### src/sv/sda_pkg.sv
package sda_pkg;

  localparam int SDA_MAX_PLACES = 18;
  localparam int QUEUE_DEPTH    = 2;

  typedef enum logic [2:0] {
    MODE_ADD    = 3'd0,
    MODE_SUB    = 3'd1,
    MODE_MUL    = 3'd2,
    MODE_ROUND  = 3'd3,
    MODE_SHRINK = 3'd4,
    MODE_EQUAL  = 3'd5
  } mode_t;

  typedef enum logic [2:0] {
    OP_ZERO,
    OP_ADD,
    OP_SUB,
    OP_MUL,
    OP_RND_UP,
    OP_RND_DN,
    OP_SHRINK,
    OP_EQUAL
  } op_t;

  // classified transaction handed from front to back
  typedef struct packed {
    op_t         op;
    logic [63:0] a;
    logic [63:0] b;
    logic [4:0]  expo;
    logic        scale_a;
    logic [4:0]  places;
    logic        ovf;
    logic        eq;
  } job_t;

  function automatic logic [63:0] pow_ten(input logic [4:0] e);
    logic [63:0] p;
    case (e)
      5'd0:    p = 64'd1;
      5'd1:    p = 64'd10;
      5'd2:    p = 64'd100;
      5'd3:    p = 64'd1000;
      5'd4:    p = 64'd10000;
      5'd5:    p = 64'd100000;
      5'd6:    p = 64'd1000000;
      5'd7:    p = 64'd10000000;
      5'd8:    p = 64'd100000000;
      5'd9:    p = 64'd1000000000;
      5'd10:   p = 64'd10000000000;
      5'd11:   p = 64'd100000000000;
      5'd12:   p = 64'd1000000000000;
      5'd13:   p = 64'd10000000000000;
      5'd14:   p = 64'd100000000000000;
      5'd15:   p = 64'd1000000000000000;
      5'd16:   p = 64'd10000000000000000;
      5'd17:   p = 64'd100000000000000000;
      default: p = 64'd1000000000000000000;
    endcase
    return p;
  endfunction

  function automatic logic [63:0] mag64(input logic [63:0] v);
    return v[63] ? (64'd0 - v) : v;
  endfunction

endpackage

### src/sv/sda_front.sv
module sda_front import sda_pkg::*; #(
  parameter int MAX_PLACES = SDA_MAX_PLACES
) (
  input  logic               in_valid,
  output logic               in_stall,
  input  logic [2:0]         mode,
  input  logic signed [63:0] a_value,
  input  logic [4:0]         a_places,
  input  logic signed [63:0] b_value,
  input  logic [4:0]         b_places,
  input  logic [4:0]         target_places,
  input  logic               full,
  output logic               push,
  output job_t               job
);

  localparam logic [4:0] MAX_P = 5'(MAX_PLACES);

  logic       oa, ob, ot;
  logic [4:0] pa, pb, pt;
  logic [5:0] psum;

  assign in_stall = full;
  assign push     = in_valid && !full;

  always_comb begin
    oa   = a_places > MAX_P;
    ob   = b_places > MAX_P;
    ot   = target_places > MAX_P;
    pa   = oa ? MAX_P : a_places;
    pb   = ob ? MAX_P : b_places;
    pt   = ot ? MAX_P : target_places;
    psum = {1'b0, pa} + {1'b0, pb};
    job.op      = OP_ZERO;
    job.a       = a_value;
    job.b       = b_value;
    job.expo    = 5'd0;
    job.scale_a = 1'b0;
    job.places  = 5'd0;
    job.ovf     = 1'b0;
    job.eq      = 1'b0;
    case (mode_t'(mode))
      MODE_ADD, MODE_SUB: begin
        job.op  = (mode_t'(mode) == MODE_ADD) ? OP_ADD : OP_SUB;
        job.ovf = oa | ob;
        if (pa < pb) begin
          job.scale_a = 1'b1;
          job.expo    = pb - pa;
          job.places  = pb;
        end else begin
          job.expo   = pa - pb;
          job.places = pa;
        end
      end
      MODE_MUL: begin
        job.op = OP_MUL;
        if (psum > {1'b0, MAX_P}) begin
          job.places = MAX_P;
          job.ovf    = 1'b1;
        end else begin
          job.places = psum[4:0];
          job.ovf    = oa | ob;
        end
      end
      MODE_ROUND: begin
        job.ovf    = oa | ot;
        job.places = pt;
        if (pa > pt) begin
          job.op   = OP_RND_DN;
          job.expo = pa - pt;
        end else begin
          job.op   = OP_RND_UP;
          job.expo = pt - pa;
        end
      end
      MODE_SHRINK: begin
        job.op     = OP_SHRINK;
        job.ovf    = oa;
        job.places = pa;
      end
      MODE_EQUAL: begin
        job.op = OP_EQUAL;
        job.eq = (a_value == b_value) && (a_places == b_places);
      end
      default: job.op = OP_ZERO;
    endcase
  end

endmodule

### src/sv/sda_queue.sv
module sda_queue import sda_pkg::*; (
  input  logic clk,
  input  logic rst,
  input  logic push,
  input  job_t job_in,
  output logic full,
  input  logic pop,
  output job_t job_out,
  output logic empty
);

  localparam int PTR_W = (QUEUE_DEPTH > 1) ? $clog2(QUEUE_DEPTH) : 1;
  localparam int CNT_W = $clog2(QUEUE_DEPTH + 1);

  job_t             slots [QUEUE_DEPTH];
  logic [PTR_W-1:0] wr_ptr, rd_ptr;
  logic [CNT_W-1:0] count;

  assign full    = count == CNT_W'(QUEUE_DEPTH);
  assign empty   = count == '0;
  assign job_out = slots[rd_ptr];

  always_ff @(posedge clk) begin
    if (push) begin
      slots[wr_ptr] <= job_in;
    end
  end

  always_ff @(posedge clk) begin
    if (rst) begin
      wr_ptr <= '0;
      rd_ptr <= '0;
      count  <= '0;
    end else begin
      if (push) begin
        wr_ptr <= (wr_ptr == PTR_W'(QUEUE_DEPTH - 1)) ? '0 : wr_ptr + 1'b1;
      end
      if (pop) begin
        rd_ptr <= (rd_ptr == PTR_W'(QUEUE_DEPTH - 1)) ? '0 : rd_ptr + 1'b1;
      end
      if (push && !pop) begin
        count <= count + 1'b1;
      end else if (pop && !push) begin
        count <= count - 1'b1;
      end
    end
  end

endmodule

### src/sv/sda_back.sv
module sda_back import sda_pkg::*; #(
  parameter int MAX_PLACES = SDA_MAX_PLACES
) (
  input  logic               clk,
  input  logic               rst,
  input  job_t               job,
  input  logic               empty,
  output logic               pop,
  output logic               out_valid,
  input  logic               out_stall,
  output logic signed [63:0] result_value,
  output logic [4:0]         result_places,
  output logic               is_equal,
  output logic               overflow
);

  typedef enum logic [4:0] {
    S_IDLE = 5'b00001,
    S_MUL  = 5'b00010,
    S_DIV  = 5'b00100,
    S_FIN  = 5'b01000,
    S_OUT  = 5'b10000
  } state_t;

  localparam logic [63:0] SIGN = 64'h8000_0000_0000_0000;

  state_t      state;
  logic [5:0]  cnt;
  logic [4:0]  digs;
  op_t         op;
  logic        scale_a, mul_neg, a_neg;
  logic [63:0] other, ma, hi, lo, quo, mag, res;
  logic [3:0]  rem;
  logic [4:0]  places;
  logic        ovf, eq, load;

  logic [64:0] mul_sum;
  logic [63:0] prod, lim, x, y, sum_add, sum_sub, q1, rq, smag, job_mag;
  logic [7:0]  dq;
  logic [4:0]  dt;
  logic [3:0]  dr;
  logic        p_ovf, add_ovf, sub_ovf, inc, zrem, more;
  logic [4:0]  sp;

  assign pop     = (state == S_IDLE) && !empty;
  assign job_mag = mag64(job.a);

  always_comb begin
    mul_sum = {1'b0, hi} + (lo[0] ? {1'b0, ma} : 65'd0);
    // divide by ten, eight dividend bits per cycle
    dr = rem;
    dt = 5'd0;
    dq = 8'd0;
    for (int i = 0; i < 8; i++) begin
      dt        = {dr, quo[63 - i]};
      dq[7 - i] = dt >= 5'd10;
      dr        = dq[7 - i] ? 4'(dt - 5'd10) : dt[3:0];
    end
    prod    = mul_neg ? (64'd0 - lo) : lo;
    lim     = mul_neg ? SIGN : (SIGN - 64'd1);
    p_ovf   = (hi != 64'd0) || (lo > lim);
    x       = scale_a ? prod : other;
    y       = scale_a ? other : prod;
    sum_add = x + y;
    sum_sub = x - y;
    add_ovf = !(x[63] ^ y[63]) && (sum_add[63] ^ x[63]);
    sub_ovf = (x[63] ^ y[63]) && (sum_sub[63] ^ x[63]);
    // half away from zero: the last digit dropped decides
    inc     = rem >= 4'd5;
    q1      = quo + 64'(inc);
    rq      = a_neg ? (64'd0 - q1) : q1;
    zrem    = rem == 4'd0;
    smag    = zrem ? quo : mag;
    sp      = zrem ? places - 5'd1 : places;
    more    = zrem && (quo != 64'd0) && (sp != 5'd0);
    load    = (state == S_OUT) && (!out_valid || !out_stall);
  end

  always_ff @(posedge clk) begin
    if (rst) begin
      out_valid <= 1'b0;
    end else if (load) begin
      out_valid <= 1'b1;
    end else if (!out_stall) begin
      out_valid <= 1'b0;
    end
  end

  always_ff @(posedge clk) begin
    if (rst) begin
      state <= S_IDLE;
    end else begin
      case (state)
        S_IDLE: begin
          if (!empty) begin
            op      <= job.op;
            places  <= job.places;
            ovf     <= job.ovf;
            eq      <= job.eq;
            scale_a <= job.scale_a;
            a_neg   <= job.a[63];
            hi      <= 64'd0;
            rem     <= 4'd0;
            case (job.op)
              OP_ADD, OP_SUB: begin
                lo    <= pow_ten(job.expo);
                cnt   <= 6'd63;
                state <= S_MUL;
                if (job.scale_a) begin
                  ma      <= job_mag;
                  mul_neg <= job.a[63];
                  other   <= job.b;
                end else begin
                  ma      <= mag64(job.b);
                  mul_neg <= job.b[63];
                  other   <= job.a;
                end
              end
              OP_MUL: begin
                ma      <= job_mag;
                lo      <= mag64(job.b);
                mul_neg <= job.a[63] ^ job.b[63];
                cnt     <= 6'd63;
                state   <= S_MUL;
              end
              OP_RND_UP: begin
                ma      <= job_mag;
                lo      <= pow_ten(job.expo);
                mul_neg <= job.a[63];
                cnt     <= 6'd63;
                state   <= S_MUL;
              end
              OP_RND_DN: begin
                quo   <= job_mag;
                digs  <= job.expo;
                cnt   <= 6'd7;
                state <= S_DIV;
              end
              OP_SHRINK: begin
                mag   <= job_mag;
                quo   <= job_mag;
                res   <= job.a;
                cnt   <= 6'd7;
                state <= (job_mag != 64'd0 && job.places != 5'd0) ? S_DIV : S_OUT;
              end
              default: begin
                res   <= 64'd0;
                state <= S_OUT;
              end
            endcase
          end
        end
        S_MUL: begin
          hi  <= mul_sum[64:1];
          lo  <= {mul_sum[0], lo[63:1]};
          cnt <= cnt - 6'd1;
          if (cnt == 6'd0) begin
            state <= S_FIN;
          end
        end
        S_DIV: begin
          quo <= {quo[55:0], dq};
          rem <= dr;
          cnt <= cnt - 6'd1;
          if (cnt == 6'd0) begin
            state <= S_FIN;
          end
        end
        S_FIN: begin
          case (op)
            OP_ADD: begin
              res   <= sum_add;
              ovf   <= ovf | p_ovf | add_ovf;
              state <= S_OUT;
            end
            OP_SUB: begin
              res   <= sum_sub;
              ovf   <= ovf | p_ovf | sub_ovf;
              state <= S_OUT;
            end
            OP_MUL, OP_RND_UP: begin
              res   <= prod;
              ovf   <= ovf | p_ovf;
              state <= S_OUT;
            end
            OP_RND_DN: begin
              if (digs != 5'd1) begin
                digs  <= digs - 5'd1;
                rem   <= 4'd0;
                cnt   <= 6'd7;
                state <= S_DIV;
              end else begin
                res   <= rq;
                state <= S_OUT;
              end
            end
            OP_SHRINK: begin
              mag    <= smag;
              places <= sp;
              res    <= a_neg ? (64'd0 - smag) : smag;
              if (more) begin
                quo   <= smag;
                rem   <= 4'd0;
                cnt   <= 6'd7;
                state <= S_DIV;
              end else begin
                state <= S_OUT;
              end
            end
            default: begin
              res   <= 64'd0;
              state <= S_OUT;
            end
          endcase
        end
        S_OUT: begin
          if (load) begin
            result_value  <= res;
            result_places <= places;
            is_equal      <= eq;
            overflow      <= ovf;
            state         <= S_IDLE;
          end
        end
        default: state <= S_IDLE;
      endcase
    end
  end

  a_pop_leaves_idle: assert property (@(posedge clk) disable iff (rst)
    pop |=> state != S_IDLE)
    else $error("back stayed idle after taking a transaction");

  a_places_bound: assert property (@(posedge clk) disable iff (rst)
    out_valid |-> result_places <= 5'(MAX_PLACES))
    else $error("result places above limit");

  a_equal_clean: assert property (@(posedge clk) disable iff (rst)
    (out_valid && is_equal) |-> (result_value == 64'sd0 && !overflow))
    else $error("equal result carries value or overflow");

  a_mul_runs: assert property (@(posedge clk) disable iff (rst)
    (state == S_MUL && cnt != 6'd0) |=> state == S_MUL)
    else $error("multiplier left early");

endmodule

### src/sv/scaled_decimal_alu.sv
// add, subtract, multiply and round to more places run the bit-serial multiplier; equal goes straight to output
// round to fewer places divides by ten once per place dropped; shrink divides once per digit tested
// the multiplier is bit-serial, and each divide by ten is followed by one check step
// the back finishes one transaction before it takes the next, and waits while the output is held off
// a two-entry queue lets the front accept while the back is busy
// reset clears the queue and the back state machine; no result pending after
module scaled_decimal_alu import sda_pkg::*; #(
  parameter int MAX_PLACES = SDA_MAX_PLACES
) (
  input  logic               clk,
  input  logic               rst,
  input  logic               in_valid,
  output logic               in_stall,
  input  logic [2:0]         mode,
  input  logic signed [63:0] a_value,
  input  logic [4:0]         a_places,
  input  logic signed [63:0] b_value,
  input  logic [4:0]         b_places,
  input  logic [4:0]         target_places,
  output logic               out_valid,
  input  logic               out_stall,
  output logic signed [63:0] result_value,
  output logic [4:0]         result_places,
  output logic               is_equal,
  output logic               overflow
);

  job_t front_job, back_job;
  logic push, full, pop, empty;

  sda_front #(.MAX_PLACES(MAX_PLACES)) u_front (
    .in_valid      (in_valid),
    .in_stall      (in_stall),
    .mode          (mode),
    .a_value       (a_value),
    .a_places      (a_places),
    .b_value       (b_value),
    .b_places      (b_places),
    .target_places (target_places),
    .full          (full),
    .push          (push),
    .job           (front_job)
  );

  sda_queue u_queue (
    .clk     (clk),
    .rst     (rst),
    .push    (push),
    .job_in  (front_job),
    .full    (full),
    .pop     (pop),
    .job_out (back_job),
    .empty   (empty)
  );

  sda_back #(.MAX_PLACES(MAX_PLACES)) u_back (
    .clk           (clk),
    .rst           (rst),
    .job           (back_job),
    .empty         (empty),
    .pop           (pop),
    .out_valid     (out_valid),
    .out_stall     (out_stall),
    .result_value  (result_value),
    .result_places (result_places),
    .is_equal      (is_equal),
    .overflow      (overflow)
  );

endmodule

### config.mk
export PLATFORM = sky130hd
export DESIGN_NAME = scaled_decimal_alu
export DESIGN_NICKNAME = d
export VERILOG_FILES = /design/src/sv/sda_pkg.sv /design/src/sv/sda_front.sv /design/src/sv/sda_queue.sv /design/src/sv/sda_back.sv /design/src/sv/scaled_decimal_alu.sv
export SDC_FILE = /design/constraint.sdc
export NUM_CORES = 2
export LEC_CHECK = 0
export BUFFER_PORTS_ARGS = -buffer_cell sky130_fd_sc_hd__buf_2
export CAP_MARGIN = 20
export CORE_ASPECT_RATIO = 0.8
export CORE_MARGIN = 3
export CORE_UTILIZATION = 35
export DETAILED_ROUTE_END_ITERATION = 8
export SLEW_MARGIN = 20
export SYNTH_ARGS = -nofsm -noshare
export SYNTH_HDL_FRONTEND = slang
export SYNTH_MEMORY_MAX_BITS = 65536
export SYNTH_SLANG_ARGS = --single-unit
### constraint.sdc
create_clock -name clk -period 18 [get_ports clk]
set_clock_uncertainty 0.15 [all_clocks]
set_input_delay 5.4 -clock clk [delete_from_list [all_inputs] [get_ports clk]]
set_output_delay 5.4 -clock clk [all_outputs]
set_load 0.05 [all_outputs]
# Word level (Yosys, flattened, before mapping)
# Memory sizes are Yosys's and may differ from the RTL's. A register that Yosys moved wholly into a read port is not among the register bits.
# Cells that the tools add are included.
[totals]
rom_bits = 3584
reg_bits = 557
ramBits = 288
input_bits = 150
memories = 3
elab_cells = 289
[classes]
eq_ne = 45
addsub = 29
magnitude_cmp = 16
bitwise_logic = 11
mux = 99
n_reduce_logical = 60
[mem_list]
columns = ["memory", "depth", "word_bits", "read_ports", "rd_clocked_by_memory_dff", "wr", "line_no", "text"]
rows = [
  ["(name not given)", 32, 56, 1, 0, 0, "sda_pkg.sv:40", "case (e)"],
  ["(name not given)", 32, 56, 1, 0, 0, "sda_pkg.sv:40", ""],
  ["u_queue.slots", 2, 144, 1, 1, 1, "sda_queue.sv:15", "job_t slots [QUEUE_DEPTH];"],
]
[op_table]
columns = ["operator", "n"]
rows = [
  ["2-to-1 mux 64 bit", 23],
  ["case mux 64 bit (2 select lines)", 6],
  ["case mux 64 bit (3 select lines)", 2],
  ["case mux 64 bit (5 select lines)", 1],
  ["subtractor 1 x 64 -> 64 bit, first input constant", 5],
  ["nonzero test 64 bit", 3],
  ["2-to-1 mux 5 bit", 19],
  ["adder 64 x 65 -> 65 bit", 1],
  ["adder 64 x 1 -> 64 bit", 1],
  ["adder 64 bit", 1],
  ["== test 64 bit", 1],
  ["> comparator 64 bit", 1],
  ["subtractor 64 bit", 1],
  ["2-to-1 mux 4 bit", 11],
  ["greater-or-equal comparator 5 x 4 -> 1 bit, second input constant", 8],
  ["case mux 5 bit (2 select lines)", 4],
  ["subtractor 4 bit, second input constant", 8],
  ["== test 3 bit, second input constant", 8],
  ["2-to-1 mux 6 bit", 4],
  ["case mux 6 bit (2 select lines)", 2],
  ["case mux 6 bit (4 select lines)", 1],
  ["AND reduction 4 bit", 6],
  ["case mux 5 bit (4 select lines)", 1],
  ["subtractor 5 bit", 4],
  ["other kinds (55)", 138],
]

# Longest topological paths before layout
[depth]
ltp_word = 17
ltp_mapped = 42
depth_no_buf = 42

# Hierarchy
# A second synthesis with hierarchy kept.
[hier_totals]
cells_unflattened = 6685
area_unflattened_um2 = 63733.6
[by_module_without_submodules]
columns = ["module", "area_per_inst_um2", "seq_area_each_um2", "n_inst", "cells_each"]
rows = [
  ["sda_back", 49755.2, 16545.9, 1, 5795],
  ["sda_queue", 10830.4, 8748.4, 1, 470],
  ["sda_front", 3148.0, 0.0, 1, 420],
]

# Least setup slack after synthesis
# OpenSTA, ideal clock, no wires.
[synth_path]
kind = "input to register"
start = "input rst"
end = "register u_back.lo[0], enable pin"
stages = 3
t_required_ns = 17.266
path_slack_ns = 3.520
t_arrival_ns = 13.747
setup_ns = 0.584
path_buffers = 0
cell_sequence = "or2_2 a21oi_1 a21boi_0"
[synth_between]
elab_chain_cells = 2
[synth_rtl]
columns = ["element", "line_no", "text"]
rows = [
  ["start: declaration", "scaled_decimal_alu.sv:11", "input logic rst,"],
  ["inverter 1 bit (no source line)", "n/a", ""],
  ["AND reduction 4 bit (no source line)", "n/a", ""],
  ["end signal: assignment", "sda_back.sv:106", "lo <= pow_ten(job.expo);"],
  ["end signal: assignment", "sda_back.sv:121", "lo <= mag64(job.b);"],
  ["end signal: assignment", "sda_back.sv:128", "lo <= pow_ten(job.expo);"],
  ["end: declaration", "sda_back.sv:32", "logic [63:0] other, ma, hi, lo, quo, mag, res;"],
]
# No other way between the ends.
# A chain may end at the register's enable or synchronous reset.

# Worst setup path after layout
[layout_path]
start = "register u_back.lo[2]"
end = "register u_back.res[61] (data pin)"
[layout_between]
elab_chain_cells = 6
[layout_rtl]
columns = ["element", "line_no", "text"]
rows = [
  ["subtractor 1 x 64 -> 64 bit", "sda_back.sv:59", "prod = mul_neg ? (64'd0 - lo) : lo;"],
  ["2-to-1 mux 64 bit *", "sda_back.sv:59", ""],
  ["2-to-1 mux 64 bit (on tied branches)", "sda_back.sv:62, sda_back.sv:63", ""],
  ["subtractor 64 bit or adder 64 bit (tied branches)", "sda_back.sv:65, sda_back.sv:64", ""],
  ["case mux 64 bit (5 select lines) *", "sda_back.sv:170", "case (op)"],
  ["case mux 64 bit (2 select lines) *", "sda_back.sv:93", "case (state)"],
  ["end signal: assignment", "sda_back.sv:172", "res <= sum_add;"],
  ["end signal: assignment", "sda_back.sv:177", "res <= sum_sub;"],
  ["end signal: assignment", "sda_back.sv:182", "res <= prod;"],
  ["end: declaration", "sda_back.sv:32", ""],
]
# Mark *: on every way between the ends. The rest lies on a longest branch, timed or not.

==> summary.md <==
| Metric | Value |
|---|---|
| Run status | finished, violations left |
| Violations in the final reports | design-rule violations |
| Cell count after synthesis | 6786 |
| Highest attainable clock frequency | 111 MHz |
| Top cells by area in the synthesized netlist | edfxtp_1 (40%), ha_1 (6.1%), mux2i_1 (4.9%) |
| Fraction of power consumed by the clock network | 14.2% |
| Die footprint | 186000 um2 |
| Leakage | 25.6 nW |
| Total via count after detailed routing | 58400 |
| Total negative slack | 0 ns |
| Mean Syn Cell Area | 9.31 um2 |
| Maximum fanout encountered on the critical timing path | 14 |
| Data required time at the worst endpoint | 18.22 ns |
| Maximum ir drop on the vdd rail | 0.135 mV |
| Post-CTS Hold Fix Bufs | 0 |
| Number of flops mapped to enable cells by yosys | 835 |
| Largest stage delay on the critical path | 0.81 ns |
| Pre-antenna DRT Iters | 9 |
| Power density cells | 202 nW/um2 |
| Total congestion overflow after global routing | 0 |
| Maximum level of the CTS H-tree | 3 |
| Detailed Place HPWL | 222000 um |
| Final period utilization | 50.2% |
| Power, Total | 0.0142 W |
| Power Internal | 0.00684 W |
| Unrepaired setup endpoints after global routing | false |
| Sw Pwr | 0.00739 W |
| Cell mode on critical path | nor2_1 |
| Warning count from the yosys run | 0 |
| Max Cap Violations | 0 |
| Class of the tightest hold or removal check | reg -> reg |
| Kind of critical path | reg -> reg |
| Layout cells sized above 1 | 9.72% |
| Cell type with the highest aggregate area in the netlist | edfxtp_1 |
| Largest net degree at the start of global routing | 150 |
| Number of instances resized during post-cts repair | 0 |
| Relative contribution of combinational cells to total power | 61.6% |
| Kind of end point of the critical path | flop |
| Final Hold Slack | 0.265 ns |
| Number of antenna violations at the first check in global routing | 26 |
| Sequential share of power | 24.2% |
| Total of buffers placed on input and output ports | 222 |
| Final weighted congestion in routability-driven placement | 1.06 |
| Number of pins exceeding their max-slew limit in the final report | 0 |
| Antenna violation net count after detailed routing | 0 |
| Post-layout utilization of the core | 39.5% |
| Syn_nets | 7251 |
| Synth Cell Area | 63100 um2 |
| Num Clock Sinks | 846 |
| Wire length of the first global-routing pass | 394000 um |
| Tightest slew margin relative to the limit | 7.08% |
| Total clock buffers created by CTS | 92 |
| CTS Buffer Depth | 3 |
| Max stage delay cell, worst path | or4_1 |
| Number of top-level design ports | 223 |
| Post-CTS Setup Repair Bufs | 0 |
| Final setup vio count | 0 |
| Fill cells | 17600 |
| Worst Setup Start Kind | flop |
| Synth top area share | 39.7% |
| Share of async-settable or async-resettable flops after synthesis | 0% |
| Shortest clock period the worst path allows after layout | 9.03 ns |
| Num rows | 138 |
| Starting Density | 35.5% |
| Clock Pin Slew Worst Setup and Hold Paths | 0.06 ns |
| Area growth from synthesis to layout | 11.2% |
| Final non-filler cell total | 9318 |
| Routed wirelength normalized by instance count | 30.6 um |
| Fraction of power spent switching nets | 51.9% |
| Total global-route track usage | 29.5% |
| Cell count after placement | 9131 |
| Number of distinct standard cells referenced by the synthesized netlist | 108 |
| Transition time of the tightest slew-check pin | 1.37 ns |
| Final hold vios | 0 |
| Register bit count reported by yosys | 846 |
| TritonCTS clock tree | done |
| Top FF cell, synth | edfxtp_1 |
| Data arrival time of the worst path | 9.25 ns |
| Via/cell ratio | 6.27 |
| Core box area | 178000 um2 |
| Sequential cell area fraction in the yosys report | 40.1% |
| Final wirelength | 285000 um |
| CTS root buf | clkbuf_16 |
| Final nets | 7312 |
| Chip Width | 481 um |
| Initial detailed-routing violation count | 9350 |
| Chip Height | 386 um |
| Number of global-route vias before repair | 52100 |
| Worst-Skew Late Latency | 0.79 ns |
| Number of DRC violations after detailed routing | 4 |
==> cell families (layout without fill, tap and decap cells) <==
| kind of cell | count (synthesis) | in the layout | synth area share [%] |
|---|---|---|---|
| compound gates | 1946 | 1946 | 20.0 |
| xor+xnor | 545 | 545 | 7.60 |
| fa+ha+maj | 315 | 315 | 6.34 |
| buf+inv | 638 | 774 | 3.95 |
| flops | 846 | 846 | 40.1 |
| mux | 360 | 360 | 5.81 |
| other cells | 0 | 16 | 0 |
| simple gates | 2136 | 2136 | 16.3 |
==> cells in the final DEF (no fill, tap or decap), types with 65 or more instances in the layout <==
| cell type | netlist | routed |
|---|---|---|
| a211oi_1 | 73 | 70 |
| a21o_1 | 128 | 128 |
| a21oi_1 | 499 | 498 |
| and2_1 | 102 | 102 |
| buf_2 | 42 | 222 |
| buf_4 | 8 | 137 |
| clkbuf_16 | 0 | 93 |
| edfxtp_1 | 835 | 835 |
| ha_1 | 307 | 307 |
| inv_1 | 231 | 230 |
| mux2i_1 | 307 | 291 |
| nand2_1 | 570 | 568 |
| nand3_1 | 125 | 124 |
| nand4_1 | 94 | 94 |
| nor2_1 | 632 | 629 |
| nor2b_1 | 78 | 77 |
| nor3_1 | 159 | 158 |
| nor4_1 | 73 | 73 |
| o21a_1 | 76 | 76 |
| o21ai_0 | 434 | 433 |
| o21bai_1 | 65 | 65 |
| o221ai_1 | 80 | 80 |
| o22ai_1 | 105 | 105 |
| xnor2_1 | 324 | 322 |
| xor2_1 | 219 | 218 |
==> per-stage QoR <==
step / area [um2] / setup WS [ns]
after floorplan: 63100 / 3.52
after global placement: 67000 / 8.57
after detailed placement: 67000 / 8.61
after CTS: 70100 / 9.19
after global routing: 70200 / 8.25
final: 70200 / 8.97
==> flip-flops by register name, indices dropped and copies added, names as in the netlist, 2 cells and up, named ones only <==
register,flops
u_back.result_value,64
u_back.mag,64
u_back.result_places,5
u_back.places,5
u_back.state,5
u_back.hi,64
u_back.quo,64
u_back.rem,4
u_back.other,64
u_queue.count,2
u_back.cnt,6
u_queue.slots,288
u_back.ma,64
u_back.res,64
u_back.op,3
u_back.digs,5
u_back.lo,64
==> per-layer routing <==
layer | share of wire, % | vias to the layer above | GRT usage [%]
met2 | 38 | 3879 | 38.4
met3 | 16 | 498 | 13.5
met4 | 3.8 | 14 | 9.58
met1 | 42 | 28600 | 42.2
met5 | 0.22 | - | 1.81
li1 | - | 25400 | -
==> layout make-up <==
| type | instances | area [um2] | share of cell area (%) |
|---|---|---|---|
| clock buffers | 107 | 2380 | 3.39 |
| diodes | 16 | 40.0 | 0.0570 |
| well taps | 2380 | 2980 | 4.24 |
| inverters | 240 | 903 | 1.29 |
| repair buffers | 365 | 2230 | 3.17 |
| multi-input cells | 5302 | 35700 | 50.8 |
| clock inverters | 62 | 761 | 1.08 |
| flip-flops and latches | 846 | 25300 | 36.0 |
==> path summary, 6_finish.rpt <==
| check | startpoint | end | slack [ns] | cells after the start |
|---|---|---|---|---|
| hold / removal | u_back.res[37]$_DFFE_PP_ | u_back.result_value[37]$_DFFE_PP_ | 0.26 | 0 |
| setup / recovery | u_back.lo[2]$_DFFE_PP_ | u_back.res[61]$_DFFE_PP_ | 8.97 | 26 |
| setup reg to reg | u_back.lo[2]$_DFFE_PP_ | u_back.res[61]$_DFFE_PP_ | 8.97 | 26 |
| hold reg to reg | u_back.res[37]$_DFFE_PP_ | u_back.result_value[37]$_DFFE_PP_ | 0.26 | 0 |
==> worst max-delay path, delay by kind of cell, from the launching register on <==
family	cells	cell delay [ns]
compound gates	8	2.80
xor+xnor	2	0.40
fa+ha+maj	1	0.62
buf+inv	1	0.23
flops	1	0.52
mux	1	0.32
simple gates	13	3.53
==> cells in the mapped netlist (94+ instances only) <==
library cell,count
edfxtp_1,835
nor2_1,632
nand2_1,570
a21oi_1,499
o21ai_0,434
xnor2_1,324
ha_1,307
mux2i_1,307
clkbuf_1,305
inv_1,231
xor2_1,219
nor3_1,159
a21o_1,128
nand3_1,125
o22ai_1,105
and2_1,102
nand4_1,94
==> power by group through the flow <==
stage / Combinational [W] / Clock, W / Sequential [W]
final: 0.00876 / 0.00202 / 0.00344
after global routing: 0.00921 / 0.00212 / 0.00345
after CTS: 0.00835 / 0.00205 / 0.00339
after detailed placement: 0.00831 / 0 / 0.00343
after global placement: 0.00825 / 0 / 0.00342
after floorplan: 0.00542 / 0 / 0.00323
(Power assumes the default switching activity.)
